### src/hw/rtl/pat_pkg.sv
// Shared types and constants of the paged address translator.
package pat_pkg;

	localparam int LA_W    = 20;
	localparam int PS_W    = 16;
	localparam int PA_W    = 25;
	localparam int BASE_W  = 24;
	localparam int PIDX_W  = 4;
	localparam int FIDX_W  = 5;
	localparam int PCNT_W  = 5;
	localparam int FCNT_W  = 6;
	localparam int STAT_W  = 3;
	localparam int APB_AW  = 4;
	localparam int APB_DW  = 32;
	localparam int DCNT_W  = $clog2(LA_W);

	localparam logic [PS_W-1:0]   PAGE_SIZE_RST   = PS_W'(1024);
	localparam logic [PCNT_W-1:0] PAGE_COUNT_RST  = PCNT_W'(16);
	localparam logic [FCNT_W-1:0] FRAME_COUNT_RST = FCNT_W'(32);
	localparam logic [BASE_W-1:0] BASE_RST        = '0;

	typedef enum logic [STAT_W-1:0] {
		STAT_OK          = 3'd0,
		STAT_ABSENT      = 3'd1,
		STAT_PAGE_RANGE  = 3'd2,
		STAT_FRAME_RANGE = 3'd3,
		STAT_MAPPED      = 3'd4
	} status_t;

	typedef enum logic [1:0] {
		REG_PAGE_SIZE    = 2'd0,
		REG_PAGE_COUNT   = 2'd1,
		REG_FRAME_COUNT  = 2'd2,
		REG_BASE_ADDRESS = 2'd3
	} reg_idx_t;

	typedef enum logic [2:0] {
		S_CLEAR,
		S_IDLE,
		S_DIV,
		S_READ,
		S_LOOK,
		S_MUL,
		S_DONE
	} state_t;

	typedef struct packed {
		logic busy;
		logic done;
	} div_stat_t;

endpackage

### src/hw/rtl/pat_div.sv
// Radix-2 restoring divider that produces one quotient bit per cycle.
module pat_div (
	input  logic                      clk,
	input  logic                      arst_n,
	input  logic                      start,
	input  logic [pat_pkg::LA_W-1:0]  dividend,
	input  logic [pat_pkg::PS_W-1:0]  divisor,
	output logic [pat_pkg::LA_W-1:0]  quotient,
	output logic [pat_pkg::PS_W-1:0]  remainder,
	output pat_pkg::div_stat_t        stat
);

	logic [pat_pkg::LA_W-1:0]   d_q;
	logic [pat_pkg::PS_W-1:0]   r_q;
	logic [pat_pkg::DCNT_W-1:0] cnt_q;
	logic                       busy_q;
	logic                       done_q;
	logic [pat_pkg::PS_W:0]     shifted;
	logic [pat_pkg::PS_W:0]     trial;

	// The partial remainder stays below the divisor, so the shifted value fits in 17 bits.
	assign shifted = {r_q, d_q[pat_pkg::LA_W-1]};
	assign trial   = shifted - {1'b0, divisor};

	always_ff @(posedge clk or negedge arst_n) begin
		if (!arst_n) begin
			busy_q <= 1'b0;
			done_q <= 1'b0;
			cnt_q  <= '0;
		end else begin
			done_q <= 1'b0;
			if (start) begin
				busy_q <= 1'b1;
				cnt_q  <= pat_pkg::DCNT_W'(pat_pkg::LA_W - 1);
			end else if (busy_q) begin
				cnt_q <= cnt_q - 1'b1;
				if (cnt_q == '0) begin
					busy_q <= 1'b0;
					done_q <= 1'b1;
				end
			end
		end
	end

	always_ff @(posedge clk) begin
		if (start) begin
			d_q <= dividend;
			r_q <= '0;
		end else if (busy_q) begin
			if (!trial[pat_pkg::PS_W]) begin
				r_q <= trial[pat_pkg::PS_W-1:0];
				d_q <= {d_q[pat_pkg::LA_W-2:0], 1'b1};
			end else begin
				r_q <= shifted[pat_pkg::PS_W-1:0];
				d_q <= {d_q[pat_pkg::LA_W-2:0], 1'b0};
			end
		end
	end

	assign quotient  = d_q;
	assign remainder = r_q;
	assign stat.busy = busy_q;
	assign stat.done = done_q;

endmodule

### src/hw/rtl/paged_address_translator.sv
// Top level of the paged address translator: registers, page table and sequencer.
//
// Input channel (in_valid/in_ready) takes one word per item: a map item writes a frame
// number into the page table, a translate item turns logical_address into a physical one.
// Output channel (out_valid/out_ready) returns one word per item: physical_address and
// status. The APB port holds page_size, page_count, frame_count and base_address.
// Items are worked one at a time. A map item goes from acceptance through the table read
// and the checks, which write the entry on success, to the output register. A translate
// item first runs the serial divider, one quotient bit per cycle over the 20-bit address,
// to split logical_address into page and offset; then come the table read and the checks,
// and only if they pass, the shift-add multiplier for frame * page_size, which stops once
// the remaining frame bits are zero. The next item can be accepted in the cycle after
// the word is loaded.
// After reset the block clears every entry of the page table, during which in_ready is
// low; register writes are taken throughout.
// A finished word sits in the output register until taken, and the next item may be
// accepted meanwhile; a stalled receiver holds back only the item after that one.
module paged_address_translator #(
	parameter int MAX_PAGES  = 16,
	parameter int MAX_FRAMES = 32
) (
	input  logic                        clk,
	input  logic                        arst_n,
	input  logic                        psel,
	input  logic                        penable,
	input  logic                        pwrite,
	input  logic [pat_pkg::APB_AW-1:0]  paddr,
	input  logic [pat_pkg::APB_DW-1:0]  pwdata,
	output logic [pat_pkg::APB_DW-1:0]  prdata,
	output logic                        pready,
	input  logic                        in_valid,
	output logic                        in_ready,
	input  logic                        kind,
	input  logic [pat_pkg::PIDX_W-1:0]  page_index,
	input  logic [pat_pkg::FIDX_W-1:0]  frame_index,
	input  logic [pat_pkg::LA_W-1:0]    logical_address,
	output logic                        out_valid,
	input  logic                        out_ready,
	output logic [pat_pkg::PA_W-1:0]    physical_address,
	output logic [pat_pkg::STAT_W-1:0]  status
);

	localparam int TIW  = $clog2(MAX_PAGES);
	localparam int FW   = $clog2(MAX_FRAMES);
	localparam int EW   = FW + 1;
	localparam int PCW  = $clog2(MAX_PAGES + 1);
	localparam int FCW  = $clog2(MAX_FRAMES + 1);
	localparam int PLW  = (PCW > pat_pkg::PCNT_W) ? PCW : pat_pkg::PCNT_W;
	localparam int FLW  = (FCW > pat_pkg::FCNT_W) ? FCW : pat_pkg::FCNT_W;

	// Configuration registers.
	logic [pat_pkg::PS_W-1:0]   page_size_q;
	logic [pat_pkg::PCNT_W-1:0] page_count_q;
	logic [pat_pkg::FCNT_W-1:0] frame_count_q;
	logic [pat_pkg::BASE_W-1:0] base_address_q;
	logic                       cfg_write;
	pat_pkg::reg_idx_t          cfg_idx;

	// Sequencer and item state.
	pat_pkg::state_t            state_q;
	pat_pkg::state_t            state_next;
	logic [TIW-1:0]             clr_q;
	logic                       kind_q;
	logic [pat_pkg::PIDX_W-1:0] pidx_q;
	logic [pat_pkg::FIDX_W-1:0] fidx_q;
	logic [TIW-1:0]             addr_q;
	pat_pkg::status_t           res_status_q;
	logic [pat_pkg::PA_W-1:0]   acc_q;
	logic [pat_pkg::PA_W-1:0]   mcand_q;
	logic [FW-1:0]              mplier_q;

	// Page table.
	logic [EW-1:0]              table_mem [MAX_PAGES];
	logic [EW-1:0]              rd_q;
	logic                       tbl_we;
	logic [TIW-1:0]             tbl_waddr;
	logic [EW-1:0]              tbl_wdata;

	// Output register.
	logic                       out_valid_q;
	logic [pat_pkg::PA_W-1:0]   physical_address_q;
	pat_pkg::status_t           status_q;
	logic                       out_load;

	// Divider.
	logic                       div_start;
	logic [pat_pkg::LA_W-1:0]   quot;
	logic [pat_pkg::PS_W-1:0]   rem;
	pat_pkg::div_stat_t         div_st;

	logic [pat_pkg::PS_W-1:0]   ps_eff;
	logic [PLW-1:0]             eff_pages;
	logic [FLW-1:0]             eff_frames;
	pat_pkg::status_t           look_status;

	assign ps_eff     = (page_size_q == '0) ? pat_pkg::PS_W'(1) : page_size_q;
	assign eff_pages  = (PLW'(page_count_q) > PLW'(MAX_PAGES)) ? PLW'(MAX_PAGES)
		: PLW'(page_count_q);
	assign eff_frames = (FLW'(frame_count_q) > FLW'(MAX_FRAMES)) ? FLW'(MAX_FRAMES)
		: FLW'(frame_count_q);

	// APB register file.
	assign pready    = 1'b1;
	assign cfg_write = psel && penable && pwrite;
	assign cfg_idx   = pat_pkg::reg_idx_t'(paddr[3:2]);

	always_ff @(posedge clk or negedge arst_n) begin
		if (!arst_n) begin
			page_size_q    <= pat_pkg::PAGE_SIZE_RST;
			page_count_q   <= pat_pkg::PAGE_COUNT_RST;
			frame_count_q  <= pat_pkg::FRAME_COUNT_RST;
			base_address_q <= pat_pkg::BASE_RST;
		end else if (cfg_write) begin
			case (cfg_idx)
				pat_pkg::REG_PAGE_SIZE:    page_size_q    <= pwdata[pat_pkg::PS_W-1:0];
				pat_pkg::REG_PAGE_COUNT:   page_count_q   <= pwdata[pat_pkg::PCNT_W-1:0];
				pat_pkg::REG_FRAME_COUNT:  frame_count_q  <= pwdata[pat_pkg::FCNT_W-1:0];
				pat_pkg::REG_BASE_ADDRESS: base_address_q <= pwdata[pat_pkg::BASE_W-1:0];
				default: ;
			endcase
		end
	end

	always_comb begin
		case (cfg_idx)
			pat_pkg::REG_PAGE_SIZE:    prdata = pat_pkg::APB_DW'(page_size_q);
			pat_pkg::REG_PAGE_COUNT:   prdata = pat_pkg::APB_DW'(page_count_q);
			pat_pkg::REG_FRAME_COUNT:  prdata = pat_pkg::APB_DW'(frame_count_q);
			pat_pkg::REG_BASE_ADDRESS: prdata = pat_pkg::APB_DW'(base_address_q);
			default:                   prdata = '0;
		endcase
	end

	pat_div u_div (
		.clk       (clk),
		.arst_n    (arst_n),
		.start     (div_start),
		.dividend  (logical_address),
		.divisor   (ps_eff),
		.quotient  (quot),
		.remainder (rem),
		.stat      (div_st)
	);

	// Checks made once the table entry has been read.
	always_comb begin
		if (!kind_q) begin
			if (PLW'(pidx_q) >= eff_pages) begin
				look_status = pat_pkg::STAT_PAGE_RANGE;
			end else if (FLW'(fidx_q) >= eff_frames) begin
				look_status = pat_pkg::STAT_FRAME_RANGE;
			end else if (rd_q[EW-1]) begin
				look_status = pat_pkg::STAT_MAPPED;
			end else begin
				look_status = pat_pkg::STAT_OK;
			end
		end else begin
			if (quot >= pat_pkg::LA_W'(eff_pages)) begin
				look_status = pat_pkg::STAT_PAGE_RANGE;
			end else if (!rd_q[EW-1]) begin
				look_status = pat_pkg::STAT_ABSENT;
			end else if (FLW'(rd_q[FW-1:0]) >= eff_frames) begin
				look_status = pat_pkg::STAT_FRAME_RANGE;
			end else begin
				look_status = pat_pkg::STAT_OK;
			end
		end
	end

	// Next state.
	always_comb begin
		state_next = state_q;
		case (state_q)
			pat_pkg::S_CLEAR: begin
				if (clr_q == TIW'(MAX_PAGES - 1)) state_next = pat_pkg::S_IDLE;
			end
			pat_pkg::S_IDLE: begin
				if (in_valid) state_next = kind ? pat_pkg::S_DIV : pat_pkg::S_READ;
			end
			pat_pkg::S_DIV: begin
				if (div_st.done) state_next = pat_pkg::S_READ;
			end
			pat_pkg::S_READ: begin
				state_next = pat_pkg::S_LOOK;
			end
			pat_pkg::S_LOOK: begin
				if (kind_q && look_status == pat_pkg::STAT_OK) begin
					state_next = pat_pkg::S_MUL;
				end else begin
					state_next = pat_pkg::S_DONE;
				end
			end
			pat_pkg::S_MUL: begin
				if (mplier_q == '0) state_next = pat_pkg::S_DONE;
			end
			pat_pkg::S_DONE: begin
				if (!out_valid_q || out_ready) state_next = pat_pkg::S_IDLE;
			end
			default: state_next = pat_pkg::S_IDLE;
		endcase
	end

	// Sequencer outputs.
	always_comb begin
		in_ready  = (state_q == pat_pkg::S_IDLE);
		div_start = (state_q == pat_pkg::S_IDLE) && in_valid && kind;
		out_load  = (state_q == pat_pkg::S_DONE) && (!out_valid_q || out_ready);
		if (state_q == pat_pkg::S_CLEAR) begin
			tbl_we    = 1'b1;
			tbl_waddr = clr_q;
			tbl_wdata = '0;
		end else begin
			tbl_we    = (state_q == pat_pkg::S_LOOK) && !kind_q
				&& (look_status == pat_pkg::STAT_OK);
			tbl_waddr = addr_q;
			tbl_wdata = {1'b1, FW'(fidx_q)};
		end
	end

	always_ff @(posedge clk or negedge arst_n) begin
		if (!arst_n) begin
			state_q     <= pat_pkg::S_CLEAR;
			clr_q       <= '0;
			out_valid_q <= 1'b0;
		end else begin
			state_q <= state_next;
			if (state_q == pat_pkg::S_CLEAR) clr_q <= clr_q + 1'b1;
			if (out_load) begin
				out_valid_q <= 1'b1;
			end else if (out_ready) begin
				out_valid_q <= 1'b0;
			end
		end
	end

	// Item datapath: the product frame * page_size is built by shift and add, one frame bit
	// per cycle, on top of base + offset.
	always_ff @(posedge clk) begin
		if (state_q == pat_pkg::S_IDLE && in_valid) begin
			kind_q <= kind;
			pidx_q <= page_index;
			fidx_q <= frame_index;
			addr_q <= TIW'(page_index);
		end
		if (state_q == pat_pkg::S_DIV && div_st.done) addr_q <= TIW'(quot);
		if (state_q == pat_pkg::S_LOOK) begin
			res_status_q <= look_status;
			acc_q        <= pat_pkg::PA_W'(base_address_q) + pat_pkg::PA_W'(rem);
			mcand_q      <= pat_pkg::PA_W'(ps_eff);
			mplier_q     <= rd_q[FW-1:0];
		end
		if (state_q == pat_pkg::S_MUL && mplier_q != '0) begin
			if (mplier_q[0]) acc_q <= acc_q + mcand_q;
			mcand_q  <= {mcand_q[pat_pkg::PA_W-2:0], 1'b0};
			mplier_q <= mplier_q >> 1;
		end
		if (out_load) begin
			status_q <= res_status_q;
			physical_address_q <= (kind_q && res_status_q == pat_pkg::STAT_OK) ? acc_q : '0;
		end
	end

	always_ff @(posedge clk) begin
		if (tbl_we) table_mem[tbl_waddr] <= tbl_wdata;
		rd_q <= table_mem[addr_q];
	end

	assign out_valid        = out_valid_q;
	assign physical_address = physical_address_q;
	assign status           = status_q;

endmodule
### config.mk
export PLATFORM = sky130hd
export DESIGN_NAME = paged_address_translator
export DESIGN_NICKNAME = d
export VERILOG_FILES = /design/src/hw/rtl/pat_pkg.sv /design/src/hw/rtl/pat_div.sv /design/src/hw/rtl/paged_address_translator.sv
export SDC_FILE = /design/constraint.sdc
export NUM_CORES = 1
export LEC_CHECK = 0
export BUFFER_PORTS_ARGS = -buffer_cell sky130_fd_sc_hd__buf_2
export CORE_ASPECT_RATIO = 0.8
export CORE_MARGIN = 4
export CORE_UTILIZATION = 40
export CTS_CLUSTER_SIZE = 10
export DETAILED_ROUTE_END_ITERATION = 8
export MAX_ROUTING_LAYER = met4
export PLACE_DENSITY = 0.61
export SLEW_MARGIN = 40
export SYNTH_ARGS = -nofsm -noshare
export SYNTH_HDL_FRONTEND = slang
export SYNTH_SLANG_ARGS = --single-unit
### constraint.sdc
create_clock -name clk -period 3.2 [get_ports clk]
set_clock_uncertainty 0.15 [all_clocks]
set_input_delay 0.48 -clock clk [delete_from_list [all_inputs] [get_ports clk]]
set_output_delay 0.48 -clock clk [all_outputs]
set_load 0.05 [all_outputs]
# After elaboration in Yosys (flattened, before gate mapping)
# Memories as Yosys holds them, arrays and structs flattened. A register that Yosys moved wholly into a read port is not among the register bits.
# Index checks and enable logic that the tools add are counted.
# classes
order_cmp	6
n_reduce_logical	31
n_mux	47
n_eq_ne	15
n_addsub	5
# op_table
op	n
case mux 32 bit (4 select lines)	1
2-to-1 mux 25 bit	5
2-to-1 mux 20 bit	2
2-to-1 mux 16 bit	2
2-to-1 mux 3 bit	9
adder 24 x 16 -> 25 bit	1
adder 25 bit	1
case mux 3 bit (7 select lines)	1
>= comparator 20 x 5 -> 1 bit	1
2-to-1 mux 4 bit	5
subtractor 17 x 16 -> 17 bit	1
logical NOT 16 bit	1
2-to-1 mux 5 bit	3
2-to-1 mux 1 bit	13
>= comparator 5 x 6 -> 1 bit	2
2-to-1 mux 6 bit	2
logical AND 1 bit	11
logical NOT 5 bit	2
== test 3 bit (second input constant)	3
logical NOT 3 bit	3
2-to-1 mux 2 bit	4
!= test 2 bit (second input constant)	4
AND reduction 2 bit	4
nonzero test 2 bit	4
16 further kinds	19
# word_totals
memories	1
ram_bits	96
in_bits	73
regBits	202
# memory_table
memory	depth	width	read_ports	rd_clocked_by_memory_dff	wr	line	rtl
table_mem	16	6	1	1	1	paged_address_translator.sv:73	logic [EW-1:0] table_mem [MAX_PAGES];

# Depth between registers and ports, before layout
# Gate-level depths: netlist of the first run.
# depth
word_depth	12
mapped_depth	14
ltp_nobuf	13

# Modules after synthesis
# A second synthesis of the first run with hierarchy kept.
# hier_totals
hier_cells	1379
area_unflattened_um2	16191.8
# modules_own_cells
mod	n_inst	seq_area_each_um2	area_each_um2	cells_each
paged_address_translator	1	7215.7	13211.4	1055
pat_div	1	1096.1	2980.4	324

# Least setup slack after synthesis of the first run
# Ideal clock, no wire load.
# synth_timing
path_type	flip-flop to flip-flop
from	register frame_count_q[5] (netlist name)
to	memory table_mem[5][0] (netlist name), enable pin
path_slack_ns	-0.345
setup_ns	0.350
n_path_buf	1
path_stages_with_launch	13
synth_period_minus_slack_ns	3.545
t_arrival_ns	3.045
path_cell_list	dfstp_2 > clkbuf_1 > nor2b_1 > ha_1 > nand2b_1 > a21o_1 > a21o_1 > a211oi_1 > o31a_1 > o22ai_1 > o41ai_2 > o211ai_1 > nor2_1
# synth_via
elab_chain_len	12
# synth_rtl
element	line	rtl
start: declaration	paged_address_translator.sv:54	logic [pat_pkg::FCNT_W-1:0] frame_count_q;
start signal: assignment	paged_address_translator.sv:111	frame_count_q <= pat_pkg::FRAME_COUNT_RST;
start signal: assignment	paged_address_translator.sv:117	pat_pkg::REG_FRAME_COUNT: frame_count_q <= pwdata[pat_pkg::FCNT_W-1:0];
> comparator 6 bit	paged_address_translator.sv:99	assign eff_frames = (FLW'(frame_count_q) > FLW'(MAX_FRAMES)) ? FLW'(MAX_FRAMES)
2-to-1 mux 6 bit *	paged_address_translator.sv:99	
>= comparator 5 x 6 -> 1 bit	paged_address_translator.sv:162	end else if (FLW'(rd_q[FW-1:0]) >= eff_frames) begin
2-to-1 mux 2 bit	paged_address_translator.sv:162	
2-to-1 mux 2 bit	paged_address_translator.sv:160	end else if (!rd_q[EW-1]) begin
2-to-1 mux 2 bit	paged_address_translator.sv:158	if (quot >= pat_pkg::LA_W'(eff_pages)) begin
2-to-1 mux 3 bit *	paged_address_translator.sv:147	if (!kind_q) begin
named net look_status[0]	paged_address_translator.sv:94	pat_pkg::status_t look_status;
logical NOT 3 bit *	paged_address_translator.sv:214	&& (look_status == pat_pkg::STAT_OK);
logical AND 1 bit *	paged_address_translator.sv:214	
2-to-1 mux 1 bit *	paged_address_translator.sv:208	if (state_q == pat_pkg::S_CLEAR) begin
2-to-1 mux 1 bit *	paged_address_translator.sv:264	if (tbl_we) table_mem[tbl_waddr] <= tbl_wdata;
2-to-1 mux 1 bit (not written as such) *	paged_address_translator.sv:264	
end: declaration	paged_address_translator.sv:73	
# Mark *: on every way through the listed nets, which the timed path passes. The rest lies on a longest branch.

# Final worst setup path of the first run
# layout_timing
from	register page_size_q[11] (netlist name)
to	register u_div.r_q, in the netlist u_div.remainder[10]
# layout_via
elab_chain_len	4
# layout_rtl
element	line	rtl
start: declaration	paged_address_translator.sv:52	logic [pat_pkg::PS_W-1:0] page_size_q;
start signal: assignment	paged_address_translator.sv:109	page_size_q <= pat_pkg::PAGE_SIZE_RST;
start signal: assignment	paged_address_translator.sv:115	pat_pkg::REG_PAGE_SIZE: page_size_q <= pwdata[pat_pkg::PS_W-1:0];
logical NOT 16 bit	paged_address_translator.sv:96	assign ps_eff = (page_size_q == '0) ? pat_pkg::PS_W'(1) : page_size_q;
2-to-1 mux 16 bit	paged_address_translator.sv:96	
named net ps_eff (one bit)	paged_address_translator.sv:91	logic [pat_pkg::PS_W-1:0] ps_eff;
subtractor 17 x 16 -> 17 bit	pat_div.sv:23	assign trial = shifted - {1'b0, divisor};
2-to-1 mux 16 bit	pat_div.sv:50	if (!trial[pat_pkg::PS_W]) begin
end signal: assignment	pat_div.sv:51	r_q <= trial[pat_pkg::PS_W-1:0];
end signal: assignment	pat_div.sv:54	r_q <= shifted[pat_pkg::PS_W-1:0];
end: declaration	pat_div.sv:14	logic [pat_pkg::PS_W-1:0] r_q;
# The timed path passes the listed nets, and every way through them passes these cells.
# A chain may end at the register's enable or synchronous reset.

==> results.md, run 1 <==
- Synthesized-area fraction occupied by ao, oa, aoi and oai cells: 0.121
- Via count of the first global-routing pass: 10.9k
- Sum of internal, switching and leakage power: 19.7 mW
- Finished Layout Cells: 2,086
- Endpoint kind of the worst setup timing path: flip-flop
- Post-synthesis share of cell area spent on full adders, half adders and majority gates: 0.0668
- Post-DRT Antenna Nets: 0
- Share of synthesized area occupied by flip-flops and latches: 0.536
- CTS sink count: 304
- Number of distinct library cells after synthesis: 73
- Deepest clock path buffer count: 3
- Static leakage: 7.66 nW
- Worst R2R Setup Slack: -250 ps
- Result of the run: complete, but fails checks
- IO buf count: 116
- Seq. cell area: 0.00832 mm2
- # IOs: 136
- Violated checks: negative setup slack
- Synth Cell Area: 0.0155 mm2
- Via density per instance: 5.42
- Share of synthesized cell area in and, or, nand and nor gates: 0.128
- Share of synthesized area spent on multiplexers: 0.0882
- Max transition margin: 0.407
- Number of enable flip-flop cells after synthesis: 189
- Hold violation total from the final report: 0
- Number of nets at the end of the flow: 1,714
- TritonCTS Buffers: 37
- PnR worst setup slack: -248 ps
- Final slew viol count: 0
- Starting utilization of the core area: 0.405
- Fill count: 3,388
- Synth warnings: 0
- Achievable clock frequency: 0.290 GHz
- Number of flip-flops and latches in the synthesized netlist: 304
- Pwr/cell area: 1040 mW/mm2
- Vias post-DR: 11.3k
- XOR/XNOR share of the synthesized area: 0.0310
- Critical Setup Path Class: flip-flop to flip-flop
- Number of iterations in the first detailed-routing pass: 5
- Largest fanout of any net on the critical path: 10
- CTS tree: built
- Overflow left after global routing: 0
- Detailed placer's ending HPWL: 30.7 mm
- Most common flop cell mapped by yosys: edfxtp_1
- Post-route minimum period: 3450 ps
- Largest family of logic cells by synthesized area: simple AND/OR/NAND/NOR gates
- Per-instance average area after synthesis: 11.6 um2
- Initial detailed-routing violation count: 958
- Insertion delay of the later-clocked pin in the worst-skew pair: 540 ps
- Worst Setup Slack post-DPL: -328 ps
- Kind of path behind the tightest hold check: input port to flip-flop
- Initial antenna violation count: 2
- Std cell rows: 64
- CP required: 3470 ps
- Max VDD drop: 408 uV
- Die area: 0.0420 mm2
- RSZ-0062 raised after global routing: yes
- Average detailed-routed wire length per instance: 19.9 um
- Weighted congestion reported at the end of routability-driven placement: 0.926
- Startpoint type of the worst setup path: flip-flop
- Footprint of the multi-input gates: 0.00712 mm2
- Core area: 0.0383 mm2
- Slew of the pin with the lowest slew margin: 885 ps
- Pin count of the biggest net entering global routing: 56
- Number of levels in the clock H-tree: 2
- Final setup fails: 113
- Fraction of final layout cells with drive strength greater than 1: 0.271
- First-pass GRT wire length: 63.9 mm
- Syn Inst Count: 1,339
- Share of synthesized flip-flops with an asynchronous set or reset: 0.217
- Remaining routing DRC violations: 0
- Total detailed-routing wirelength: 41.5 mm
- Height of the die: 184 um
- Root Buffer Master: clkbuf_16
- Setup TNS Final: -7310 ps
- Horizontal extent of the die: 228 um
- CP Data Arrival Time: 3710 ps
- Global routing usage summed across all routing layers: 0.199
- Final critical-path share of the clock period: 1.08
- # Max-Cap Violations: 0
- Clock-pin slew reported for the worst setup and hold paths after clock tree synthesis: 60 ps
- Area grow syn2layout: 22.8%
- Post-placement cell count: 1,998
path summary, 6_finish.rpt:
check                                     start                  end  cells after the start
min in group asynchronous                arst_n   base_address_q[18]                      2
max in group asynchronous                arst_n      page_count_q[4]                      3
worst min-delay path                 pwdata[17]   base_address_q[17]                      2
worst min register to register      mplier_q[4]          mplier_q[4]                      2
worst max-delay path            page_size_q[11]  u_div.remainder[10]                     14
worst max register to register  page_size_q[11]  u_div.remainder[10]                     14
power by group:
part | internal, mW | switching (mW)
clock | 2.33 | 1.65
combinational | 4.06 | 5.19
sequential | 5.59 | 0.923
total | 12.0 | 7.77
cell type report:
type	instances	share of cell area
sequential	304	0.437
multi-input combinational	931	0.374
timing repair buffer	241	0.0879
clock buffer	64	0.0550
tap	495	0.0325
inverter	45	0.00900
clock inverter	4	0.00506
antenna	2	0.000263
worst max-delay path: stages, from the launching register on:
cell     delay [ps]
dfrtp_1         380
nor4_2          280
a41o_1          270
ha_2            210
fa_2            210
nor2b_2          50
o31a_1          250
o21a_1          200
a31o_1          180
a311o_1         320
a21oi_2         170
xnor2_2         180
buf_12          180
mux2i_1         190
a21oi_1          80
stage by stage:
stage | util | area [um2] | hold slack [ps]
2_1_floorplan | - | 15600 | 34.4
3_3_place_gp | 0.455 | 17400 | 309
3_5_place_dp | 0.455 | 17400 | 320
4_1_cts | 0.492 | 18800 | 4.23
5_1_grt | 0.498 | 19100 | 0.707
6_report | 0.498 | 19100 | 21.1
metal layers:
layer	track usage	vias to the layer above	routed length [um]
met3	0.0338	60	2270
met1	0.301	5565	20900
met5	-	-	0
li1	-	5382	-
met4	0.0441	0	759
met2	0.281	294	17500
cells by family (layout without fill, tap and decap cells):
logic type / Yosys count / after routing
AOI/OAI and AO/OA: 291 / 291
xor gates and xnor gates: 55 / 55
adders and majority gates: 81 / 81
buffers and inverters: 111 / 354
DFF: 304 / 304
muxes: 88 / 88
other: 2 / 11
and+or+nand+nor: 407 / 407
placed cells by master, fill, tap and decap left out, drive strengths merged, types with 16 or more instances in the layout:
cell type / n
a211oi: 17
a21o: 21
a21oi: 66
and2: 47
buf: 231
clkbuf: 64
dfrtp: 63
dfxtp: 49
edfxtp: 189
ha: 78
inv: 46
mux2: 40
mux4: 35
nand2: 156
nand2b: 17
nand3: 19
nor2: 71
nor2b: 16
nor3: 20
o21ai: 87
xnor2: 35
xor2: 20
synthesized netlist by cell type, drive strengths merged (13+ instances only):
| master | n | area share |
|---|---|---|
| a211oi | 17 | 0.0085 |
| a21o | 21 | 0.010 |
| a21oi | 66 | 0.022 |
| and2 | 47 | 0.019 |
| and3 | 15 | 0.0060 |
| buf | 15 | 0.0061 |
| clkbuf | 51 | 0.012 |
| dfrtp | 63 | 0.10 |
| dfxtp | 49 | 0.063 |
| edfxtp | 189 | 0.37 |
| ha | 78 | 0.063 |
| inv | 45 | 0.011 |
| mux2 | 40 | 0.029 |
| mux2i | 13 | 0.0084 |
| mux4 | 35 | 0.051 |
| nand2 | 156 | 0.038 |
| nand2b | 17 | 0.0069 |
| nand3 | 19 | 0.0061 |
| nor2 | 71 | 0.017 |
| nor2b | 16 | 0.0064 |
| nor3 | 20 | 0.0068 |
| nor3b | 14 | 0.0068 |
| o21a | 14 | 0.0068 |
| o21ai | 87 | 0.028 |
| xnor2 | 35 | 0.020 |
| xor2 | 20 | 0.011 |
registers in the layout (all words and copies together), names as in the netlist, 6 cells and up:
| signal | cells |
|---|---|
| u_div.quotient | 20 |
| rd_q | 6 |
| u_div.remainder | 16 |
| frame_count_q | 6 |
| acc_q | 25 |
| physical_address | 25 |
| page_size_q | 16 |
| mcand_q | 25 |
| table_mem | 96 |
| base_address_q | 24 |
timing repair:
item | CTS | global route
gates resized for setup | 31 | 41
hold endpoints to repair | 32 | 0
pin swaps | 16 | 21
hold buffers | 10 | 0
setup buffers | 4 | 5
endpoints found under the setup margin | 113 | 120
No activity file was read; power rests on OpenSTA's default activity.
==> run 2: changes to the inputs <==
Settings changed: PLACE_DENSITY 0.61 to 0.59.
Clock period 3.2 ns to 4 ns, I/O delays scaled along.
==> results.md, run 2 (same netlist as run 1, synthesis figures left out) <==
- Result of the run: completed
- Final critical-path share of the clock period: 0.937 (-0.141)
- CTS sink count: 304 (unchanged)
- Combinational group share of total power: 0.442 (-0.027)
- Part of the power in registers: 0.351 (+0.021)
- Via density per instance: 5.44 (+0.47%)
- Remaining routing DRC violations: 0 (unchanged)
- Clock-pin slew reported for the worst setup and hold paths after clock tree synthesis: 50 ps (about the same)
- First-pass GRT wire length: 62.4 mm (-2.3%)
- Largest fanout of any net on the critical path: 21 (+11)
- Weighted congestion reported at the end of routability-driven placement: 0.930 (+0.40%)
- Fraction of final layout cells with drive strength greater than 1: 0.201 (-0.0695)
- Pwr/cell area: 825 mW/mm2 (-20%)
- Kind of path behind the tightest hold check: input port to flip-flop
- Static leakage: 7.19 nW (-6.2%)
- Post-route minimum period: 3750 ps (+299 ps)
- Deepest clock path buffer count: 3 (unchanged)
- Via count of the first global-routing pass: 10.6k (-3.0%)
- Number of nets at the end of the flow: 1,634 (-4.7%)
- Max VDD drop: 383 uV (-6.2%)
- Max reg flops: 96 (unchanged)
- Vias post-DR: 10.9k (-3.3%)
- Register bank with the most flops: table_mem
- Initial antenna violation count: 3 (+1)
- Horizontal extent of the die: 228 um (unchanged)
- Longest individual stage delay on the worst path: 410 ps (+30 ps)
- Switching Share: 0.393 (about the same)
- Root Buffer Master: clkbuf_16
- Die area: 0.0420 mm2 (unchanged)
- TritonCTS Buffers: 37 (unchanged)
- Std cell rows: 64 (unchanged)
- Gates resized, CTS repair: 0 (-100%)
- Fill count: 3,456 (+2.0%)
- Pin count of the biggest net entering global routing: 34 (-39%)
- Starting utilization of the core area: 0.405 (unchanged)
- # IOs: 136 (unchanged)
- Area grow syn2layout: 15.9%
- Clock share of power: 0.207 (+0.006)
- # Max-Cap Violations: 0 (unchanged)
- IO buf count: 116 (unchanged)
- Critical Setup Path Class: flip-flop to flip-flop
- Achievable clock frequency: 0.267 GHz (-8.0%)
- Setup TNS Final: 0 ps (+7310 ps)
- Number of iterations in the first detailed-routing pass: 5 (unchanged)
- Final core utilization: 0.470 (-0.0277)
- Insertion delay of the later-clocked pin in the worst-skew pair: 520 ps (-20 ps)
- RSZ-0062 raised after global routing: no
- CTS tree: built
- Max transition margin: 0.499 (+0.0917)
- Footprint of the multi-input gates: 0.00683 mm2 (-4.1%)
- Finished layout cell area: 0.0180 mm2 (-5.6%)
- Worst path slowest cell: dfrtp_1
- Overflow left after global routing: 0 (unchanged)
- Number of levels in the clock H-tree: 2 (unchanged)
- Net switching power: 5.84 mW (-25%)
- Hold violation total from the final report: 0 (unchanged)
- Design internal power: 9.00 mW (-25%)
- Commonest cells after routing, fill and taps aside: edfxtp_1, nand2_1, buf_2
- Initial detailed-routing violation count: 934 (-2.5%)
- Most common library cell in the layout ignoring fill and taps: edfxtp_1
- Detailed placer's ending HPWL: 29.9 mm (-2.3%)
- CP Data Arrival Time: 3990 ps (+280 ps)
- Cell family with most CP delay: compound AO/OA/AOI/OAI gates
- Post-DRT Antenna Nets: 0 (unchanged)
- Endpoint kind of the worst setup timing path: flip-flop
- Core area: 0.0383 mm2 (unchanged)
- Slew of the pin with the lowest slew margin: 732 ps (-152 ps)
- Startpoint type of the worst setup path: flip-flop
- Seq. cell area: 0.00831 mm2 (-0.11%)
- Average detailed-routed wire length per instance: 20.0 um (+0.73%)
- Final slew viol count: 0 (unchanged)
- Number of buffers and inverters on the critical path: 1 (unchanged)
- List of cells traversed by the critical path: nor4_1 > a41o_1 > ha_1 > fa_1 > nor2b_1 > o31a_1 > o21a_1 > a31o_1 > a311o_1 > a21oi_2 > xnor2_2 > buf_12 > mux2i_1 > a21oi_1
- Final setup fails: 0 (-100%)
- Total detailed-routing wirelength: 40.2 mm (-3.1%)
- CP required: 4250 ps (+780 ps)
- Sum of internal, switching and leakage power: 14.8 mW (-25%)
- Placed standard-cell area: 0.0169 mm2 (-3.2%)
- Global routing usage summed across all routing layers: 0.195 (-0.00373)
- Height of the die: 184 um (unchanged)
==> run 2: cell count changes in the layout (fill, tap and decap cells not counted), moves of 4 or more <==
cell / change
buf_6: -16
nor2_4: -5
ha_1: +5
nor2_1: +16
buf_4: -52
dlygate4sd3_1: -9
nor2_2: -11
nor4_1: +4
nor4_2: -4
nor2b_1: +4
==> run 2: stage by stage <==
stage | instances | worst slack [ps] | hold slack (ps)
finish | 2007 | 253 | 104
global route | 2005 | 32.7 | 84.4
CTS | 2001 | 244 | 31.6
detailed placement | 1935 | 258 | 315
global placement | 1932 | 282 | 304
floorplan | 1346 | 455 | 154
==> run 2: per-layer routing <==
| layer | GRT usage | vias up | wire length (um) |
|---|---|---|---|
| li1 | - | 5225 | - |
| met1 | 0.293 | 5302 | 20000 |
| met2 | 0.279 | 351 | 17000 |
| met3 | 0.0323 | 46 | 2480 |
| met4 | 0.0433 | 0 | 699 |
| met5 | - | - | 0 |
==> run 2: power groups by stage <==
stage	Combinational (mW)	Clock, mW	Sequential [mW]
floorplan	4.93	0	5.04
global placement	6.35	0	5.24
detailed placement	6.52	0	5.25
CTS	6.55	3.15	5.19
global route	7.29	3.29	5.31
finish	6.56	3.07	5.20
==> run 2: area by class of cell <==
class	instances	share of cell area
diodes	5	0.000695
clock buffers	62	0.0596
clock inverters	4	0.00118
inverters	45	0.00939
multi-input cells	931	0.379
flip-flops and latches	304	0.462
well taps	495	0.0344
repair buffers	161	0.0535
==> run 2: worst paths after layout <==
check / start / end / slack (ps) / cells after the start
worst max-delay path: page_size_q[11] / u_div.remainder[5] / 250 / 14
min in group asynchronous: arst_n / base_address_q[12] / 420 / 2
max in group asynchronous: arst_n / page_count_q[4] / 2530 / 3
worst min-delay path: frame_index[1] / fidx_q[1] / 100 / 1
worst min register to register: res_status_q[2] / status[2] / 330 / 0
worst max register to register: page_size_q[11] / u_div.remainder[5] / 250 / 14
==> run 2: repair_timing <==
item / in CTS / in global routing
endpoints found under the hold margin: 0 / 26
hold buffers: 0 / 1
setup buffers: 0 / 0
setup endpoints to repair: 0 / 0
==> run 3: changes to the inputs <==
Settings changed: CORE_UTILIZATION 40 to 50, GPL_TIMING_DRIVEN set to 0, PLACE_DENSITY 0.59 to 0.71.
==> results.md, run 3 (same netlist as run 1, synthesis figures left out) <==
- Final critical-path share of the clock period: 0.958 (+0.0216)
- Final core utilization: 0.592 (+0.122)
- Max VDD drop: 426 uV (+11%)
- Insertion delay of the later-clocked pin in the worst-skew pair: 530 ps (about the same)
- Fraction of final layout cells with drive strength greater than 1: 0.196 (-0.00537)
- # IOs: 136 (unchanged)
- Via density per instance: 5.81 (+6.8%)
- CTS sink count: 304 (unchanged)
- Hold path depth: 1 (unchanged)
- Antenna fix cells: 0 (-5)
- Number of cells traversed by the worst register-to-register path: 12 (-2)
- Footprint of the multi-input gates: 0.00699 mm2 (+2.4%)
- Number of levels in the clock H-tree: 2 (unchanged)
- Area grow syn2layout: 16.1%
- Initial antenna violation count: 0 (-3)
- Core area: 0.0305 mm2 (-20%)
- Capture point of the worst reg-to-reg path: table_mem[14][0]
- Overflow left after global routing: 0 (unchanged)
- Vias post-DR: 11.3k (+3.6%)
- Smallest hold slack: 111 ps (+7.32 ps)
- Seq. cell area: 0.00831 mm2 (unchanged)
- Placed standard-cell area: 0.0167 mm2 (-0.95%)
- Detailed placer's ending HPWL: 30.0 mm (+0.28%)
- Weighted congestion reported at the end of routability-driven placement: 0.906 (-2.6%)
- Slew of the pin with the lowest slew margin: 770 ps (+37.9 ps)
- Final setup fails: 0 (unchanged)
- Switching Share: 0.402 (+0.00882)
- Initial detailed-routing violation count: 1,118 (+20%)
- Die area: 0.0339 mm2 (-19%)
- Clock-pin slew reported for the worst setup and hold paths after clock tree synthesis: 60 ps (about the same)
- Worst Hold Path EP: fidx_q[1]
- Post-DRT Antenna Nets: 0 (unchanged)
- Sum of internal, switching and leakage power: 15.0 mW (+1.2%)
- Largest fanout of any net on the critical path: 10 (-52%)
- Global routing usage summed across all routing layers: 0.246 (+0.0504)
- Design internal power: 8.98 mW (-0.24%)
- Combinational group share of total power: 0.452 (+0.010)
- Net switching power: 6.04 mW (+3.5%)
- Beginning of the worst register-to-register path: frame_count_q[5]
- Worst R2R Setup Slack: 170 ps (-90 ps)
- Kind of path behind the tightest hold check: input port to flip-flop
- Endpoint kind of the worst setup timing path: flip-flop
- IO buf count: 114 (-1.7%)
- Std cell rows: 57 (-11%)
- Height of the die: 166 um (-10%)
- Remaining routing DRC violations: 0 (unchanged)
- CTS tree: built
- Static leakage: 7.11 nW (-1.0%)
- CP Data Arrival Time: 3880 ps (-110 ps)
- Deepest clock path buffer count: 3 (unchanged)
- Root Buffer Master: clkbuf_16
- Via count of the first global-routing pass: 11.0k (+3.4%)
- Average detailed-routed wire length per instance: 20.7 um (+3.1%)
- Post-route minimum period: 3830 ps (+86.4 ps)
- Result of the run: completed
- Setup TNS Final: 0 ps (unchanged)
- CP required: 4050 ps (-200 ps)
- Critical Setup Path Class: flip-flop to flip-flop
- Startpoint type of the worst setup path: flip-flop
- Min-Delay Startpoint: frame_index[1]
- # Max-Cap Violations: 0 (unchanged)
- Pin count of the biggest net entering global routing: 45 (+32%)
- Fill count: 2,514 (-27%)
- Max transition margin: 0.473 (-0.0259)
- Clock share of power: 0.202 (-0.005)
- First-pass GRT wire length: 62.5 mm (about the same)
- Pwr/cell area: 834 mW/mm2 (+1.1%)
- Commonest cells after routing, fill and taps aside: edfxtp_1, nand2_1, buf_2
- Register bank with the most flops: table_mem
- Most common library cell in the layout ignoring fill and taps: edfxtp_1
- Starting utilization of the core area: 0.510 (+0.104)
- Total detailed-routing wirelength: 40.2 mm (about the same)
- Horizontal extent of the die: 205 um (-10%)
- Max reg flops: 96 (unchanged)
- Finished layout cell area: 0.0180 mm2 (+0.15%)
- Number of iterations in the first detailed-routing pass: 5 (unchanged)
- Part of the power in registers: 0.346 (-0.005)
- RSZ-0062 raised after global routing: no
- Final slew viol count: 0 (unchanged)
- Achievable clock frequency: 0.261 GHz (-2.3%)
- Number of nets at the end of the flow: 1,660 (+1.6%)
- TritonCTS Buffers: 36 (-2.7%)
- Hold violation total from the final report: 0 (unchanged)
run 3: worst max-delay path by stage:
stage | start | end | slack [ps] | cells past startpoint
floorplan | frame_count_q[5] | table_mem[5][0] | 450 | 12
global placement | frame_count_q[5] | table_mem[13][1] | -170 | 12
detailed placement | frame_count_q[5] | table_mem[14][1] | -360 | 12
CTS | page_size_q[2] | u_div.remainder[8] | 80 | 14
global route | frame_count_q[5] | table_mem[11][2] | 9 | 13
finish | frame_count_q[5] | table_mem[14][0] | 170 | 12
run 3: critical path, cell delays in order, from the launching register on:
cell and delay (ps):
dfstp_2 530, clkbuf_2 220, nor2b_1 110, ha_1 270
nand2b_1 140, a21o_1 170, a21o_1 180, a211oi_1 330
o31a_1 190, o22ai_1 180, o41ai_4 380, nand3_2 320
nor2_4 320
run 3: repair_timing:
action                     4_1_cts  5_1_grt
setup buffers                    3        1
pin swaps                        3        3
hold endpoints to repair        20        0
cloned                           0        1
setup endpoints to repair       97      111
hold buffers                     1        0
gates resized for setup         34        7
run 3: per-layer routing:
metal	share of wire	vias up	routed length [um]	track usage
met2	0.43	439	17200	0.350
met1	0.47	5525	19000	0.367
met4	0.019	0	769	0.0590
li1	-	5287	-	-
met5	0	-	0	-
met3	0.080	62	3210	0.0469
run 3: power groups by stage:
stage | combinational (mW) | clock (mW) | sequential [mW]
after floorplan | 4.93 | 0 | 5.04
after global placement | 6.31 | 0 | 5.18
after detailed placement | 6.51 | 0 | 5.21
after CTS | 6.65 | 3.08 | 5.16
after global routing | 7.51 | 3.23 | 5.28
final | 6.79 | 3.04 | 5.20
run 3: layout make-up:
type	instances	share of cell area
Tap cell	413	0.0287
Multi-Input combinational cell	931	0.388
Sequential cell	304	0.461
Inverter	45	0.00937
Clock buffer	63	0.0585
Timing Repair Buffer	122	0.0369
Clock inverter	2	0.00118
Buffer	66	0.0165
run 3: stage by stage:
stage / cells / worst slack (ps)
global route: 1946 / 9.49
finish: 1946 / 167
global placement: 1873 / -172
CTS: 1944 / 75.1
detailed placement: 1875 / -364
floorplan: 1346 / 455
